===== src/bzr_pkg.sv =====
// shared types, codes and constants of the buzzer tone and melody sequencer
package bzr_pkg;

   // number of notes, each with its own period register
   localparam int NumNotes = 4;
   localparam int NoteWidth = $clog2(NumNotes);
   localparam int PeriodWidth = 8;
   localparam int CsrAddrWidth = NoteWidth + 2;
   localparam int CsrDataWidth = 32;

   // operation codes of an input item
   localparam logic [2:0] OP_TICK = 3'd0;
   localparam logic [2:0] OP_PLAY = 3'd1;
   localparam logic [2:0] OP_TOGGLE = 3'd2;
   localparam logic [2:0] OP_AUDIO_OFF = 3'd3;
   localparam logic [2:0] OP_NEXT_NOTE = 3'd4;

   // melody kinds
   localparam logic [1:0] KIND_INTRO = 2'd0;
   localparam logic [1:0] KIND_DURING = 2'd1;
   localparam logic [1:0] KIND_WIN = 2'd2;
   localparam logic [1:0] KIND_LOSE = 2'd3;

   typedef logic [NumNotes-1:0][PeriodWidth-1:0] period_array_type;

   // period register reset values, note 0 in the lowest slot
   localparam period_array_type PeriodReset = {8'd10, 8'd8, 8'd6, 8'd4};

   // input item, operation in the lowest bits
   typedef struct packed {
      logic [9:0] tempo_sample;
      logic [1:0] melody_kind;
      logic [2:0] operation;
   } req_item_type;

   // result item, audio_pin in the lowest bit
   typedef struct packed {
      logic                 toggle_turned_on;
      logic [NoteWidth-1:0] current_note;
      logic                 melody_busy;
      logic                 audio_enabled;
      logic                 audio_pin;
   } rsp_item_type;

endpackage


===== src/buzzer_tone_melody_sequencer_top.sv =====
// top level of the buzzer tone generator and melody sequencer
//
//   channel  direction  handshake          payload
//   req      in         tvalid / tready    tdata: operation, melody_kind, tempo_sample
//   rsp      out        tvalid / tready    tdata: audio_pin .. toggle_turned_on
//   csr      in         apb, pready high   four 8-bit period registers at 0x0..0xc
//
// an item's result is offered after it passes the input register, then the state update
// into the result register; one item per cycle sustained while results are taken
// reset is synchronous; audio starts off with the pin high, periods 4, 6, 8, 10
// a stalled result holds; the input register still takes one more item,
// then req_tready drops until the result is taken
module buzzer_tone_melody_sequencer_top (
   input  logic                              clock,
   input  logic                              reset,
   input  logic                              req_tvalid,
   output logic                              req_tready,
   // [2:0] operation, [4:3] melody_kind, [14:5] tempo_sample, [15] zero
   input  logic [15:0]                       req_tdata,
   output logic                              rsp_tvalid,
   input  logic                              rsp_tready,
   // [0] audio_pin, [1] audio_enabled, [2] melody_busy, [4:3] current_note,
   // [5] toggle_turned_on, [7:6] zero
   output logic [7:0]                        rsp_tdata,
   input  logic                              csr_psel,
   input  logic                              csr_penable,
   input  logic                              csr_pwrite,
   input  logic [bzr_pkg::CsrAddrWidth-1:0]  csr_paddr,
   input  logic [bzr_pkg::CsrDataWidth-1:0]  csr_pwdata,
   output logic [bzr_pkg::CsrDataWidth-1:0]  csr_prdata,
   output logic                              csr_pready
);
   import bzr_pkg::*;

   logic             in_valid_ff;
   req_item_type     in_item_ff;
   logic             rsp_valid_ff;
   rsp_item_type     rsp_item_ff;
   rsp_item_type     next_result;
   period_array_type periods;
   logic             advance;
   logic             req_fire;

   // handshake control
   assign advance = in_valid_ff && (!rsp_valid_ff || rsp_tready);
   assign req_tready = !in_valid_ff || advance;
   assign req_fire = req_tvalid && req_tready;

   // input register
   always_ff @(posedge clock) begin
      if (reset) begin
         in_valid_ff <= 1'b0;
      end else if (req_fire) begin
         in_valid_ff <= 1'b1;
      end else if (advance) begin
         in_valid_ff <= 1'b0;
      end
   end

   always_ff @(posedge clock) begin
      if (req_fire) begin
         in_item_ff <= req_tdata[$bits(req_item_type)-1:0];
      end
   end

   bzr_csr u_csr (
      .clock       (clock),
      .reset       (reset),
      .csr_psel    (csr_psel),
      .csr_penable (csr_penable),
      .csr_pwrite  (csr_pwrite),
      .csr_paddr   (csr_paddr),
      .csr_pwdata  (csr_pwdata),
      .csr_prdata  (csr_prdata),
      .csr_pready  (csr_pready),
      .periods     (periods)
   );

   bzr_seq u_seq (
      .clock   (clock),
      .reset   (reset),
      .fire    (advance),
      .item    (in_item_ff),
      .periods (periods),
      .result  (next_result)
   );

   // result register
   always_ff @(posedge clock) begin
      if (reset) begin
         rsp_valid_ff <= 1'b0;
      end else if (advance) begin
         rsp_valid_ff <= 1'b1;
      end else if (rsp_tready) begin
         rsp_valid_ff <= 1'b0;
      end
   end

   always_ff @(posedge clock) begin
      if (advance) begin
         rsp_item_ff <= next_result;
      end
   end

   assign rsp_tvalid = rsp_valid_ff;
   assign rsp_tdata = {{(8 - $bits(rsp_item_type)){1'b0}}, rsp_item_ff};

`ifndef SYNTHESIS
   // an item leaving the input register always shows up as a result
   a_advance_result: assert property (@(posedge clock) disable iff (reset)
      advance |=> rsp_valid_ff)
      else $error("advanced item produced no result");
   // back pressure on the input only when the input register holds an item
   a_stall_cause: assert property (@(posedge clock) disable iff (reset)
      !req_tready |-> in_valid_ff && rsp_valid_ff && !rsp_tready)
      else $error("input stalled without a waiting result");
   // an unread result is never overwritten
   a_no_overwrite: assert property (@(posedge clock) disable iff (reset)
      rsp_valid_ff && !rsp_tready |-> !advance)
      else $error("result overwritten before it was taken");
`endif

endmodule


===== src/bzr_csr.sv =====
// period registers behind the apb-style configuration port
module bzr_csr (
   input  logic                              clock,
   input  logic                              reset,
   input  logic                              csr_psel,
   input  logic                              csr_penable,
   input  logic                              csr_pwrite,
   input  logic [bzr_pkg::CsrAddrWidth-1:0]  csr_paddr,
   input  logic [bzr_pkg::CsrDataWidth-1:0]  csr_pwdata,
   output logic [bzr_pkg::CsrDataWidth-1:0]  csr_prdata,
   output logic                              csr_pready,
   output bzr_pkg::period_array_type         periods
);
   import bzr_pkg::*;

   period_array_type period_ff;
   logic [NoteWidth-1:0] reg_sel;
   logic wr_en;

   assign csr_pready = 1'b1;
   assign reg_sel = csr_paddr[CsrAddrWidth-1:2];
   assign wr_en = csr_psel && csr_penable && csr_pwrite && csr_pready;

   // register writes
   always_ff @(posedge clock) begin
      if (reset) begin
         period_ff <= PeriodReset;
      end else if (wr_en) begin
         period_ff[reg_sel] <= csr_pwdata[PeriodWidth-1:0];
      end
   end

   // read back
   assign csr_prdata = {{(CsrDataWidth-PeriodWidth){1'b0}}, period_ff[reg_sel]};
   assign periods = period_ff;

endmodule


===== src/bzr_seq.sv =====
// tone generator and melody sequencer state with its combinational update logic
module bzr_seq (
   input  logic                       clock,
   input  logic                       reset,
   input  logic                       fire,
   input  bzr_pkg::req_item_type      item,
   input  bzr_pkg::period_array_type  periods,
   output bzr_pkg::rsp_item_type      result
);
   import bzr_pkg::*;

   // tone machine codes
   localparam logic [1:0] TONE_RAISE = 2'd0;
   localparam logic [1:0] TONE_LOWER = 2'd1;
   localparam logic [1:0] TONE_OFF = 2'd2;

   logic [1:0]           tone_state_ff, tone_state_in, mid_state;
   logic [7:0]           tone_count_ff, tone_count_in, tone_inc;
   logic [11:0]          tempo_count_ff, tempo_count_in, tempo_inc, limit;
   logic [NoteWidth-1:0] note_index_ff, note_index_in, step;
   logic                 active_ff, active_in;
   logic [1:0]           sel_ff, sel_in;
   logic [1:0]           played_ff, played_in;
   logic                 pin_ff, pin_in;
   logic                 toggle_on_ff, toggle_on_in;

   // saturating counters, note length limit and note step
   assign tone_inc = (tone_count_ff != 8'hFF) ? tone_count_ff + 8'd1 : tone_count_ff;
   assign tempo_inc = (tempo_count_ff != 12'hFFF) ? tempo_count_ff + 12'd1 : tempo_count_ff;
   assign limit = {2'b00, item.tempo_sample} + {1'b0, item.tempo_sample, 1'b0} + 12'd400;
   assign step = (sel_ff == KIND_INTRO) ? NoteWidth'(1) :
                 (sel_ff == KIND_DURING) ? NoteWidth'(2) : NoteWidth'(3);

   // next state for the item in the input register
   always_comb begin
      tone_state_in = tone_state_ff;
      tone_count_in = tone_count_ff;
      tempo_count_in = tempo_count_ff;
      note_index_in = note_index_ff;
      active_in = active_ff;
      sel_in = sel_ff;
      played_in = played_ff;
      pin_in = pin_ff;
      toggle_on_in = toggle_on_ff;
      mid_state = tone_state_ff;
      unique case (item.operation)
         OP_TICK: begin
            tone_count_in = tone_inc;
            tempo_count_in = tempo_inc;
            // square wave: flip the pin at the half period of the note
            if (tone_state_ff != TONE_OFF && tone_inc >= periods[note_index_ff]) begin
               tone_count_in = 8'd0;
               pin_in = (tone_state_ff == TONE_RAISE);
               tone_state_in = (tone_state_ff == TONE_RAISE) ? TONE_LOWER : TONE_RAISE;
            end
            // note advance once the note length has run out
            if (active_ff && tempo_inc >= limit) begin
               note_index_in = note_index_ff + step;
               played_in = played_ff + 2'd1;
               tempo_count_in = 12'd0;
               if (played_ff == 2'd2) begin
                  active_in = 1'b0;
                  if (tone_state_in == TONE_OFF) begin
                     tone_state_in = TONE_RAISE;
                     toggle_on_in = 1'b1;
                  end else begin
                     tone_state_in = TONE_OFF;
                     pin_in = 1'b0;
                     toggle_on_in = 1'b0;
                  end
               end
            end
         end
         OP_PLAY: begin
            // during melody is dropped while another one plays
            if (!(item.melody_kind == KIND_DURING && active_ff)) begin
               mid_state = (item.melody_kind == KIND_WIN || item.melody_kind == KIND_LOSE)
                           ? TONE_OFF : tone_state_ff;
               active_in = 1'b1;
               sel_in = item.melody_kind;
               played_in = 2'd0;
               tempo_count_in = 12'd0;
               if (mid_state == TONE_OFF) begin
                  tone_state_in = TONE_RAISE;
                  toggle_on_in = 1'b1;
               end else begin
                  tone_state_in = TONE_OFF;
                  pin_in = 1'b0;
                  toggle_on_in = 1'b0;
               end
               note_index_in = (item.melody_kind == KIND_LOSE) ?
                               NoteWidth'(NumNotes - 1) : '0;
            end
         end
         OP_TOGGLE: begin
            if (tone_state_ff == TONE_OFF) begin
               tone_state_in = TONE_RAISE;
               toggle_on_in = 1'b1;
            end else begin
               tone_state_in = TONE_OFF;
               pin_in = 1'b0;
               toggle_on_in = 1'b0;
            end
         end
         OP_AUDIO_OFF: begin
            tone_state_in = TONE_OFF;
         end
         OP_NEXT_NOTE: begin
            note_index_in = note_index_ff + NoteWidth'(1);
         end
         default: begin
         end
      endcase
   end

   // state registers
   always_ff @(posedge clock) begin
      if (reset) begin
         tone_state_ff <= TONE_OFF;
         tone_count_ff <= 8'd0;
         tempo_count_ff <= 12'd0;
         note_index_ff <= '0;
         active_ff <= 1'b0;
         sel_ff <= KIND_INTRO;
         played_ff <= 2'd0;
         pin_ff <= 1'b1;
         toggle_on_ff <= 1'b0;
      end else if (fire) begin
         tone_state_ff <= tone_state_in;
         tone_count_ff <= tone_count_in;
         tempo_count_ff <= tempo_count_in;
         note_index_ff <= note_index_in;
         active_ff <= active_in;
         sel_ff <= sel_in;
         played_ff <= played_in;
         pin_ff <= pin_in;
         toggle_on_ff <= toggle_on_in;
      end
   end

   // result fields after the update
   assign result.audio_pin = pin_in;
   assign result.audio_enabled = (tone_state_in != TONE_OFF);
   assign result.melody_busy = active_in;
   assign result.current_note = note_index_in;
   assign result.toggle_turned_on = toggle_on_in;

`ifndef SYNTHESIS
   // a toggle from the off state enables audio and reports it
   a_toggle_on: assert property (@(posedge clock) disable iff (reset)
      fire && item.operation == OP_TOGGLE && tone_state_ff == TONE_OFF
      |=> toggle_on_ff && tone_state_ff == TONE_RAISE)
      else $error("toggle from off did not enable audio");
   // audio off always lands in the off state
   a_audio_off: assert property (@(posedge clock) disable iff (reset)
      fire && item.operation == OP_AUDIO_OFF |=> tone_state_ff == TONE_OFF)
      else $error("audio off did not stop the tone");
   // the melody stops on its third note
   a_melody_end: assert property (@(posedge clock) disable iff (reset)
      active_ff && fire && played_in == 2'd3 && played_ff == 2'd2 |=> !active_ff)
      else $error("melody kept playing after its third note");
`endif

endmodule

===== config.mk =====
export PLATFORM = sky130hd
export DESIGN_NAME = buzzer_tone_melody_sequencer_top
export DESIGN_NICKNAME = d
export VERILOG_FILES = /design/src/bzr_pkg.sv /design/src/buzzer_tone_melody_sequencer_top.sv /design/src/bzr_csr.sv /design/src/bzr_seq.sv
export SDC_FILE = /design/constraint.sdc
export NUM_CORES = 1
export LEC_CHECK = 0
export BUFFER_PORTS_ARGS = -buffer_cell sky130_fd_sc_hd__buf_4
export CAP_MARGIN = 30
export CORE_AREA = 10 10 108 110
export CTS_BUF_LIST = sky130_fd_sc_hd__clkbuf_8 sky130_fd_sc_hd__clkbuf_16
export CTS_CLUSTER_SIZE = 28
export DETAILED_ROUTE_END_ITERATION = 8
export DIE_AREA = 0 0 118 120
export MAX_ROUTING_LAYER = met4
export PLACE_DENSITY = 0.81
export SETUP_SLACK_MARGIN = 0.2
export SLEW_MARGIN = 10
export SYNTH_ARGS = -nofsm -noshare
export SYNTH_HDL_FRONTEND = slang
export SYNTH_SLANG_ARGS = --single-unit

===== constraint.sdc =====
create_clock -name clock -period 6.7 [get_ports clock]
set_input_delay 0 -clock clock [delete_from_list [all_inputs] [get_ports clock]]
set_output_delay 0 -clock clock [all_outputs]
set_load 0.02 [all_outputs]

==> results_dict.tcl, run 1 <==
set metrics [dict create \
    outcome "finished clean" \
    yosysWarnings 0 \
    grt_max_degree 68 \
    drc 0 \
    hold_buffers 26 \
    synth_area_sq_um 5530 \
    cts_tree "yes" \
    synth-async-reset-ratio_pct 0 \
    endpoint "rsp_tdata[1]" \
    clk_pin_slew_ns 0.09 \
    numCtsBuffers 9 \
    hold_viol_final 0 \
    power_frac_comb_pct 15.8 \
    port_buffers 47 \
    p_clk_share_pct 35.6 \
    finalSetupViolations 0 \
    dp_hpwl_um 8990 \
    clock_path_buffers 2 \
    critPathMaxFanout 5 \
    r2r_setup_slack_ns 2.50 \
    place_area_sq_um 5840 \
    syn_to_final_growth_pct 14.6 \
    wire_per_inst_um 16.0 \
    grt_overflow 0 \
    synth-edff-count 21 \
    tightest_slew_ns 0.921 \
    nets 770 \
    postRouteAntennaNets 0 \
    vias 4569 \
    track_usage_pct 18.6 \
    htree_levels 3 \
    hold_path_class "primary input to register" \
    setup_tns_ns 0 \
    holdWs_ns 0.160 \
    fin_worst_skew_ns 0.0147 \
    ys_types 59 \
    arrival_ns 4.34 \
    power_switching_uw 323 \
    min_period_ns 4.20 \
    first_global_vias 4603 \
    power.density_nw_per_um2 181 \
    setup.worst_path.start "in_item_ff[7]" \
    drt_iter0_markers 288 \
    initial_core_util_pct 57.9 \
    layout-drive-gt1-share_pct 13.8 \
    crit_path_end_kind "register" \
    clock_sinks 86 \
    reg2reg_to "rsp_tdata[1]" \
    worstRegToRegCells 17 \
    seq_power_share_pct 48.5 \
    antenna_found_initial 0 \
    die_y_um 120 \
    relSlewSlack_pct 38.5 \
    postLayoutCellArea_sq_um 6340 \
    finalMaxSlewViolations 0 \
    synth_seq_cells 86 \
    rsz0062_at_grt "false" \
    die_w_um 118 \
    r2r_start "in_item_ff[7]" \
    via_per_inst 5.67 \
    drt_wl_total_um 12900 \
    p_sw_share_pct 28.1 \
    fmaxAchievable_mhz 238 \
    p_total_mw 1.15 \
    ys.flop_type "dfxtp_1" \
    ys_seq_area_share_pct 34.9 \
    place_congestion 0.875 \
    num_rows 36 \
    p_leak_nw 2.69 \
    core_area_sq_um 9550 \
    grt_pass1_wl_um 21600 \
    cts_setup_buffers 0 \
    worst-setup-path-type "register to register" \
    diodes 0 \
    intPower_uw 827 \
    firstDrtPassIters 5 \
    synth_cells 609 \
    post-route-period-util_pct 62.7 \
    max-vdd-ir-drop_v 0.000120 \
    avgSynthCellArea_sq_um 9.09 \
    worstPathRequired_ns 6.84 \
    cts.repair.resized 0 \
    cts_root_buffer "clkbuf_8" \
    clk_latency_ns 0.38 \
    startpoint_type "register" \
    io-pin-count 102 \
    dieArea_sq_um 14200 \
    maxCapViolCount 0 \
]
how the worst min path moves through the flow:
| stage | from | end | slack, ns | cells after the start |
|---|---|---|---|---|
| 2_1_floorplan | req_tdata[0] | in_item_ff[0] | 0.1 | 0 |
| 3_3_place_gp | req_tdata[5] | in_item_ff[5] | 0.18 | 1 |
| 3_5_place_dp | req_tdata[8] | in_item_ff[8] | 0.18 | 1 |
| 4_1_cts | reset | in_valid_ff | 0.16 | 2 |
| 5_1_grt | reset | rsp_tvalid | 0.19 | 2 |
| 6_report | reset | u_seq.tone_state_ff[0] | 0.16 | 2 |
state kept, by name, indices dropped and copies added (netlist names), 2 cells and up:
signal	cells
rsp_tdata	6
u_seq.played_ff	2
u_seq.tone_state_ff	2
u_seq.note_index_ff	2
in_item_ff	15
u_seq.tone_count_ff	8
u_seq.tempo_count_ff	12
u_seq.sel_ff	2
u_csr.periods	32
cells in the final DEF (no fill, tap or decap), drive strengths merged, types with 7 or more instances in the layout:
cell type	Yosys	routed
a211o	7	7
a21oi	40	40
a22oi	12	12
buf	33	49
clkbuf	19	12
conb	2	27
dfxtp	65	65
dlygate4sd3	0	26
edfxtp	21	21
ha	42	42
inv	40	43
mux2i	30	30
mux4	16	16
nand2	34	34
nand2b	14	14
nand3	24	24
nor2	74	74
nor2b	8	8
nor3	15	15
o21a	7	7
o21ai	24	24
xnor2	13	13
xor2	7	7
layer usage:
layer | GRT usage [%] | up-vias | wire (um)
met4 | 6.96 | 0 | 224
met2 | 30.5 | 159 | 6270
met5 | - | - | 0
met1 | 22.6 | 2155 | 5620
met3 | 3.00 | 21 | 780
li1 | - | 2234 | -
per-stage QoR:
| step | utilization (%) | worst slack (ns) | std cells |
|---|---|---|---|
| after floorplan | - | 3.11 | 634 |
| after global placement | 61.2 | 2.66 | 762 |
| after detailed placement | 61.2 | 2.58 | 762 |
| after CTS | 66.2 | 2.54 | 804 |
| after global routing | 66.4 | 2.22 | 806 |
| final | 66.4 | 2.50 | 806 |
critical path, cell delays in order, from the launching register on:
cell	delay, ns
edfxtp_1	0.41
ha_1	0.30
ha_1	0.18
inv_1	0.06
fa_1	0.39
nor2b_1	0.12
o21ai_0	0.10
a21oi_1	0.19
o21ai_0	0.14
a21oi_1	0.20
xnor2_1	0.09
ha_1	0.29
nand4_1	0.16
nand2b_1	0.24
a31oi_1	0.51
nand2b_1	0.26
o221ai_1	0.16
a21o_1	0.17
power by group through the flow:
| stage | registers (mW) | logic [mW] | clock network [mW] |
|---|---|---|---|
| after floorplan | 0.565 | 0.136 | 0 |
| after global placement | 0.569 | 0.162 | 0 |
| after detailed placement | 0.570 | 0.167 | 0 |
| after CTS | 0.558 | 0.182 | 0.407 |
| after global routing | 0.560 | 0.203 | 0.432 |
| final | 0.558 | 0.182 | 0.409 |
final cells by class:
cell class	instances	area (sq um)
Tap cell	133	166
Clock inverter	4	25.0
Inverter	40	150
Timing Repair Buffer	75	628
Sequential cell	86	1930
Multi-Input combinational cell	456	3240
Fill cell	777	3210
Clock buffer	12	199
cell usage after synthesis (11+ instances only):
| library cell | number | area (sq um) |
|---|---|---|
| nor2_1 | 71 | 267 |
| dfxtp_1 | 65 | 1300 |
| ha_1 | 42 | 526 |
| a21oi_1 | 40 | 200 |
| inv_1 | 38 | 143 |
| nand2_1 | 34 | 128 |
| mux2i_1 | 30 | 300 |
| buf_4 | 28 | 210 |
| nand3_1 | 24 | 120 |
| edfxtp_1 | 21 | 631 |
| clkbuf_1 | 19 | 71.3 |
| mux4_2 | 16 | 360 |
| nand2b_1 | 13 | 81.3 |
| nor3_1 | 13 | 65.1 |
| o21ai_0 | 13 | 65.1 |
| xnor2_1 | 13 | 114 |
| a22oi_1 | 12 | 90.1 |
| o21ai_1 | 11 | 55.1 |
logic make-up after synthesis:
logic type	Yosys count	share of synthesized area (%)
buf+inv	92	8.23
simple gates	198	17.3
flops	86	34.9
mux	47	12.1
fa+ha+maj	43	9.86
compound gates	121	14.2
xor+xnor	20	3.17
other cells	2	0.136
No activity file was read; power rests on OpenSTA's default activity.
==> run 2, diff against run 1 <==
--- a/config.mk
+++ b/config.mk
@@ -7,13 +7,13 @@
 export LEC_CHECK = 0
 export BUFFER_PORTS_ARGS = -buffer_cell sky130_fd_sc_hd__buf_4
 export CAP_MARGIN = 30
-export CORE_AREA = 10 10 108 110
+export CORE_AREA = 10 10 110 112
 export CTS_BUF_LIST = sky130_fd_sc_hd__clkbuf_8 sky130_fd_sc_hd__clkbuf_16
 export CTS_CLUSTER_SIZE = 28
 export DETAILED_ROUTE_END_ITERATION = 8
-export DIE_AREA = 0 0 118 120
+export DIE_AREA = 0 0 120 122
 export MAX_ROUTING_LAYER = met4
-export PLACE_DENSITY = 0.81
+export PLACE_DENSITY = 0.78
 export SETUP_SLACK_MARGIN = 0.2
 export SLEW_MARGIN = 10
 export SYNTH_ARGS = -nofsm -noshare
==> constraint.sdc (replaced) <==
create_clock -name clock -period 4.07 [get_ports clock]
set_input_delay 0 -clock clock [delete_from_list [all_inputs] [get_ports clock]]
set_output_delay 0 -clock clock [all_outputs]
set_load 0.02 [all_outputs]
==> results_dict.tcl, run 2 (synthesis gave the netlist of run 1 again) <==
set metrics [dict create \
    drt_wl_total_um 13300 \
    hold_depth 2 \
    grt_pass1_wl_um 21700 \
    crit_chain "ha_1 -> ha_2 -> inv_2 -> fa_2 -> nor2b_2 -> o21ai_2 -> a21oi_2 -> o21ai_2 -> a21oi_2 -> xnor2_1 -> ha_1 -> nand4_1 -> nor2_1 -> nand3_1 -> a31oi_2 -> buf_4 -> nand2b_4 -> o221ai_2 -> a21o_1" \
    fin_ws_ns 0.268 \
    vias 4648 \
    first_global_vias 4511 \
    antenna_found_initial 0 \
    dieArea_sq_um 14600 \
    place_congestion 0.935 \
    relSlewSlack_pct 34.9 \
    hold_viol_final 0 \
    numCtsBuffers 9 \
    drt_iter0_markers 274 \
    fmaxAchievable_mhz 263 \
    layout-drive-gt1-share_pct 19.3 \
    syn_to_final_growth_pct 17.8 \
    outcome "finished clean" \
    clk_latency_ns 0.38 \
    wire_per_inst_um 16.2 \
    layout_commonest_cell "nor2_1" \
    finalSetupViolations 0 \
    multi_input_area_sq_um 3390 \
    worstRegToRegCells 19 \
    clk_pin_slew_ns 0.09 \
    die_y_um 122 \
    die_w_um 120 \
    worstPathRequired_ns 4.21 \
    core_area_sq_um 10000 \
    max-vdd-ir-drop_v 0.000264 \
    via_per_inst 5.68 \
    clock_sinks 86 \
    finalMaxSlewViolations 0 \
    worst-setup-path-type "register to register" \
    holdWs_ns 0.161 \
    p_leak_nw 2.73 \
    post-route-period-util_pct 93.4 \
    clock_path_buffers 2 \
    initial_core_util_pct 55.1 \
    firstDrtPassIters 5 \
    critPathMaxFanout 5 \
    drc 0 \
    cts_tree "yes" \
    cts_root_buffer "clkbuf_8" \
    setup_tns_ns 0 \
    crit_family "adder cells" \
    nets 780 \
    rsz0062_at_grt "true" \
    cp.depth 19 \
    dpl_worst_slack_ns 0.0620 \
    dp_hpwl_um 9260 \
    diodes 0 \
    htree_levels 3 \
    crit_path_end_kind "register" \
    slowest_delay_ns 0.45 \
    p_total_mw 1.81 \
    maxCapViolCount 0 \
    cp_slowest_cell "edfxtp_1" \
    postRouteAntennaNets 0 \
    arrival_ns 3.94 \
    layout_common_cells "nor2_1 (70), dfxtp_1 (65), buf_4 (58)" \
    fin_worst_skew_ns 0.0105 \
    largest_reg_flops 32 \
    track_usage_pct 18.7 \
    hold_path_class "primary input to register" \
    power.density_nw_per_um2 277 \
    tightest_slew_ns 0.972 \
    crit_buf_inv 2 \
    startpoint_type "register" \
    grt_overflow 0 \
    grt_max_degree 68 \
    min_period_ns 3.80 \
    seq_area_sq_um 1930 \
    nFillCells 815 \
    port_buffers 47 \
    io-pin-count 102 \
    num_rows 37 \
    r2r_setup_slack_ns 0.27 \
]
run 2: changes by cell type in the layout (fill, tap and decap cells not counted), moves of 2 or more:
cell	delta
inv_1	-2
nand2b_4	+2
o21ai_0	-4
ha_1	-2
a21oi_1	-8
or4_4	+2
o21ai_2	+3
or4_1	-2
buf_4	+9
inv_4	+3
nand2b_1	-2
clkbuf_16	-3
a21oi_2	+8
run 2: worst reg2reg max path: cells and delay by family (launching register included):
kind | cells | cell delay, ns
fa+ha+maj | 4 | 1.16
compound gates | 7 | 0.96
simple gates | 5 | 0.69
flops | 1 | 0.45
buf+inv | 2 | 0.21
xor+xnor | 1 | 0.08
run 2: power breakdown:
part	switching [mW]	total [mW]	internal, mW
Sequential	0.0223	0.918	0.896
Clock	0.336	0.561	0.225
Combinational	0.183	0.327	0.143
Total	0.541	1.81	1.26
run 2: area by class of cell:
cell class | instances | share of cell area [%]
flip-flops and latches | 86 | 29.6
clock inverters | 7 | 0.730
inverters | 40 | 2.30
repair buffers | 85 | 10.8
well taps | 136 | 2.61
multi-input cells | 456 | 52.0
clock buffers | 9 | 1.90
run 2: repair_timing:
| item | in CTS | in global routing |
|---|---|---|
| gates resized for setup | 10 | 26 |
| hold buffers | 26 | 0 |
| endpoints found under the hold margin | 48 | 0 |
| buffers inserted | 1 | 5 |
| setup endpoints to repair | 9 | 24 |
| pin swaps | 6 | 20 |
run 2: stage by stage:
| step | utilization (%) | cells | instance area (sq um) |
|---|---|---|---|
| 2_1_floorplan | - | 634 | 5630 |
| 3_3_place_gp | 58.6 | 771 | 5890 |
| 3_5_place_dp | 58.6 | 771 | 5890 |
| 4_1_cts | 63.5 | 814 | 6380 |
| 5_1_grt | 64.9 | 819 | 6520 |
| 6_report | 64.9 | 819 | 6520 |
run 2: layer usage:
| layer | wire, um | share of wire [%] | global-route usage [%] | up-vias |
|---|---|---|---|---|
| met3 | 918 | 6.9 | 6.34 | 25 |
| li1 | - | - | - | 2257 |
| met5 | 0 | 0 | - | - |
| met2 | 6400 | 48 | 30.5 | 167 |
| met4 | 269 | 2.0 | 6.41 | 0 |
| met1 | 5710 | 43 | 21.0 | 2199 |
run 2: worst paths after layout:
path                          start                 endpoint
hold / removal                reset  u_seq.tempo_count_ff[6]
setup / recovery      in_item_ff[7]             rsp_tdata[1]
setup reg to reg      in_item_ff[7]             rsp_tdata[1]
hold reg to reg   u_csr.periods[27]        u_csr.periods[27]
==> run 3, diff against run 2 <==
--- a/config.mk
+++ b/config.mk
@@ -6,14 +6,15 @@
 export NUM_CORES = 1
 export LEC_CHECK = 0
 export BUFFER_PORTS_ARGS = -buffer_cell sky130_fd_sc_hd__buf_4
-export CAP_MARGIN = 30
-export CORE_AREA = 10 10 110 112
+export CELL_PAD_IN_SITES_DETAIL_PLACEMENT = 1
+export CELL_PAD_IN_SITES_GLOBAL_PLACEMENT = 2
+export CORE_AREA = 10 10 139 141
 export CTS_BUF_LIST = sky130_fd_sc_hd__clkbuf_8 sky130_fd_sc_hd__clkbuf_16
 export CTS_CLUSTER_SIZE = 28
 export DETAILED_ROUTE_END_ITERATION = 8
-export DIE_AREA = 0 0 120 122
+export DIE_AREA = 0 0 149 151
 export MAX_ROUTING_LAYER = met4
-export PLACE_DENSITY = 0.78
+export PLACE_DENSITY = 0.77
 export SETUP_SLACK_MARGIN = 0.2
 export SLEW_MARGIN = 10
 export SYNTH_ARGS = -nofsm -noshare
==> results_dict.tcl, run 3 (synthesis gave the netlist of run 1 again) <==
set metrics [dict create \
    crit_path_end_kind "register" \
    io-pin-count 102 \
    rsz0062_at_grt "true" \
    hold_end "u_seq.tone_state_ff[0]" \
    firstDrtPassIters 4 \
    initial_core_util_pct 33.6 \
    setup_tns_ns 0 \
    nets 783 \
    postRouteAntennaNets 0 \
    relSlewSlack_pct 34.2 \
    die_y_um 151 \
    r2r_setup_slack_ns 0.17 \
    cp_slowest_cell "edfxtp_1" \
    place_congestion 0.796 \
    first_global_vias 4953 \
    drt_wl_total_um 14900 \
    worstRegToRegCells 18 \
    largest_reg_flops 32 \
    diodes 0 \
    dp_hpwl_um 10900 \
    startpoint_type "register" \
    tightest_slew_ns 0.981 \
    maxCapViolCount 0 \
    via_per_inst 5.10 \
    num_rows 47 \
    max-vdd-ir-drop_v 0.000208 \
    dieArea_sq_um 22500 \
    wire_per_inst_um 16.5 \
    slowest_delay_ns 0.41 \
    layout_commonest_cell "nor2_1" \
    die_w_um 149 \
    core_area_sq_um 16500 \
    p_leak_nw 2.80 \
    clock_path_buffers 2 \
    hold_path_class "primary input to register" \
    fin_worst_skew_ns 0.0121 \
    worstPathRequired_ns 4.33 \
    antenna_found_initial 0 \
    clk_pin_slew_ns 0.08 \
    clock_sinks 86 \
    clk_latency_ns 0.36 \
    fmaxAchievable_mhz 257 \
    holdCritStartpoint "reset" \
    hold_depth 2 \
    post-route-period-util_pct 95.8 \
    cts_root_buffer "clkbuf_16" \
    place_area_sq_um 6020 \
    drt_iter0_markers 207 \
    cts_tree "yes" \
    min_period_ns 3.90 \
    power.density_nw_per_um2 313 \
    vias 4624 \
    worst-setup-path-type "register to register" \
    reg2reg_to "u_seq.note_index_ff[0]" \
    grt_overflow 0 \
    postLayoutCellArea_sq_um 6710 \
    crit_buf_inv 1 \
    track_usage_pct 13.7 \
    layout_common_cells "nor2_1 (71), dfxtp_1 (65), buf_4 (62)" \
    numCtsBuffers 9 \
    layout-drive-gt1-share_pct 18.5 \
    finalSetupViolations 0 \
    port_buffers 47 \
    htree_levels 3 \
    syn_to_final_growth_pct 21.3 \
    finalMaxSlewViolations 0 \
    grt_max_degree 68 \
    crit_chain "ha_1 -> ha_2 -> inv_2 -> fa_2 -> nor2b_1 -> o21ai_1 -> a21oi_1 -> o21ai_1 -> a21oi_1 -> xnor2_1 -> ha_1 -> nand4_1 -> nor3_2 -> a32oi_2 -> o21a_2 -> a2111oi_2 -> o22ai_1 -> a21o_1" \
    outcome "finished clean" \
    arrival_ns 4.16 \
    crit_family "compound AO/OA/AOI/OAI gates" \
    r2r_start "in_item_ff[7]" \
    critPathMaxFanout 4 \
    grt_pass1_wl_um 24500 \
    hold_viol_final 0 \
    drc 0 \
]
[run 3: how the worst max path moves through the flow]
| stage | from | to | slack, ns | cells after the start |
|---|---|---|---|---|
| after floorplan | in_item_ff[6] | rsp_tdata[3] | 0.48 | 17 |
| after global placement | in_item_ff[6] | rsp_tdata[3] | 0.19 | 17 |
| after detailed placement | in_item_ff[6] | u_seq.note_index_ff[0] | 0.06 | 18 |
| after CTS | in_item_ff[7] | u_seq.tempo_count_ff[3] | 0.24 | 16 |
| after global routing | in_item_ff[7] | u_seq.toggle_on_ff | -0.10 | 19 |
| final | in_item_ff[7] | u_seq.note_index_ff[0] | 0.17 | 18 |
[run 3: repair_timing]
item | 4_1_cts | 5_1_grt
pin swaps | 5 | 19
endpoints found under the hold margin | 45 | 0
setup buffers | 1 | 5
hold buffers | 26 | 0
gates resized for setup | 6 | 19
endpoints found under the setup margin | 6 | 22
gates cloned | 0 | 0
[run 3: per-layer routing]
metal  wire length [um]  vias up  global-route usage [%]  share of wire, %
met1               6790     2283                    16.3                46
met3                438       14                    2.68               2.9
met4                200        0                    4.07               1.3
met2               7470       54                    23.1                50
met5                  0        -                       -                 0
li1                   -     2273                       -                 -
[run 3: power breakdown]
| part | switching [mW] | internal (mW) | total [mW] |
|---|---|---|---|
| Combinational | 0.182 | 0.144 | 0.327 |
| Sequential | 0.0219 | 0.896 | 0.918 |
| Clock | 0.421 | 0.437 | 0.858 |
[run 3: final cells by class]
class	count	area (sq um)
tap	220	275
fill	1904	9750
clock buffer	9	225
multi-input combinational	456	3330
sequential	86	1930
timing repair buffer	88	726
inverter	40	150
clock inverter	7	73.8
[run 3: through the flow]
stage	std cells	utilization (%)	setup slack (ns)	hold slack, ns	power (mW)
after floorplan	634	-	0.482	0.0989	1.15
after global placement	858	36.5	0.186	0.178	1.21
after detailed placement	858	36.5	0.0570	0.179	1.23
after CTS	901	40.1	0.240	0.189	2.12
after global routing	906	40.8	-0.104	0.218	2.21
final	906	40.8	0.173	0.179	2.10
[run 3: worst register-to-register path: stages, from the launching register on]
cell	delay [ns]
edfxtp_1	0.41
ha_1	0.31
ha_2	0.18
inv_2	0.04
fa_2	0.37
nor2b_1	0.15
o21ai_1	0.10
a21oi_1	0.19
o21ai_1	0.11
a21oi_1	0.17
xnor2_1	0.10
ha_1	0.31
nand4_1	0.18
nor3_2	0.18
a32oi_2	0.14
o21a_2	0.18
a2111oi_2	0.34
o22ai_1	0.18
a21o_1	0.18
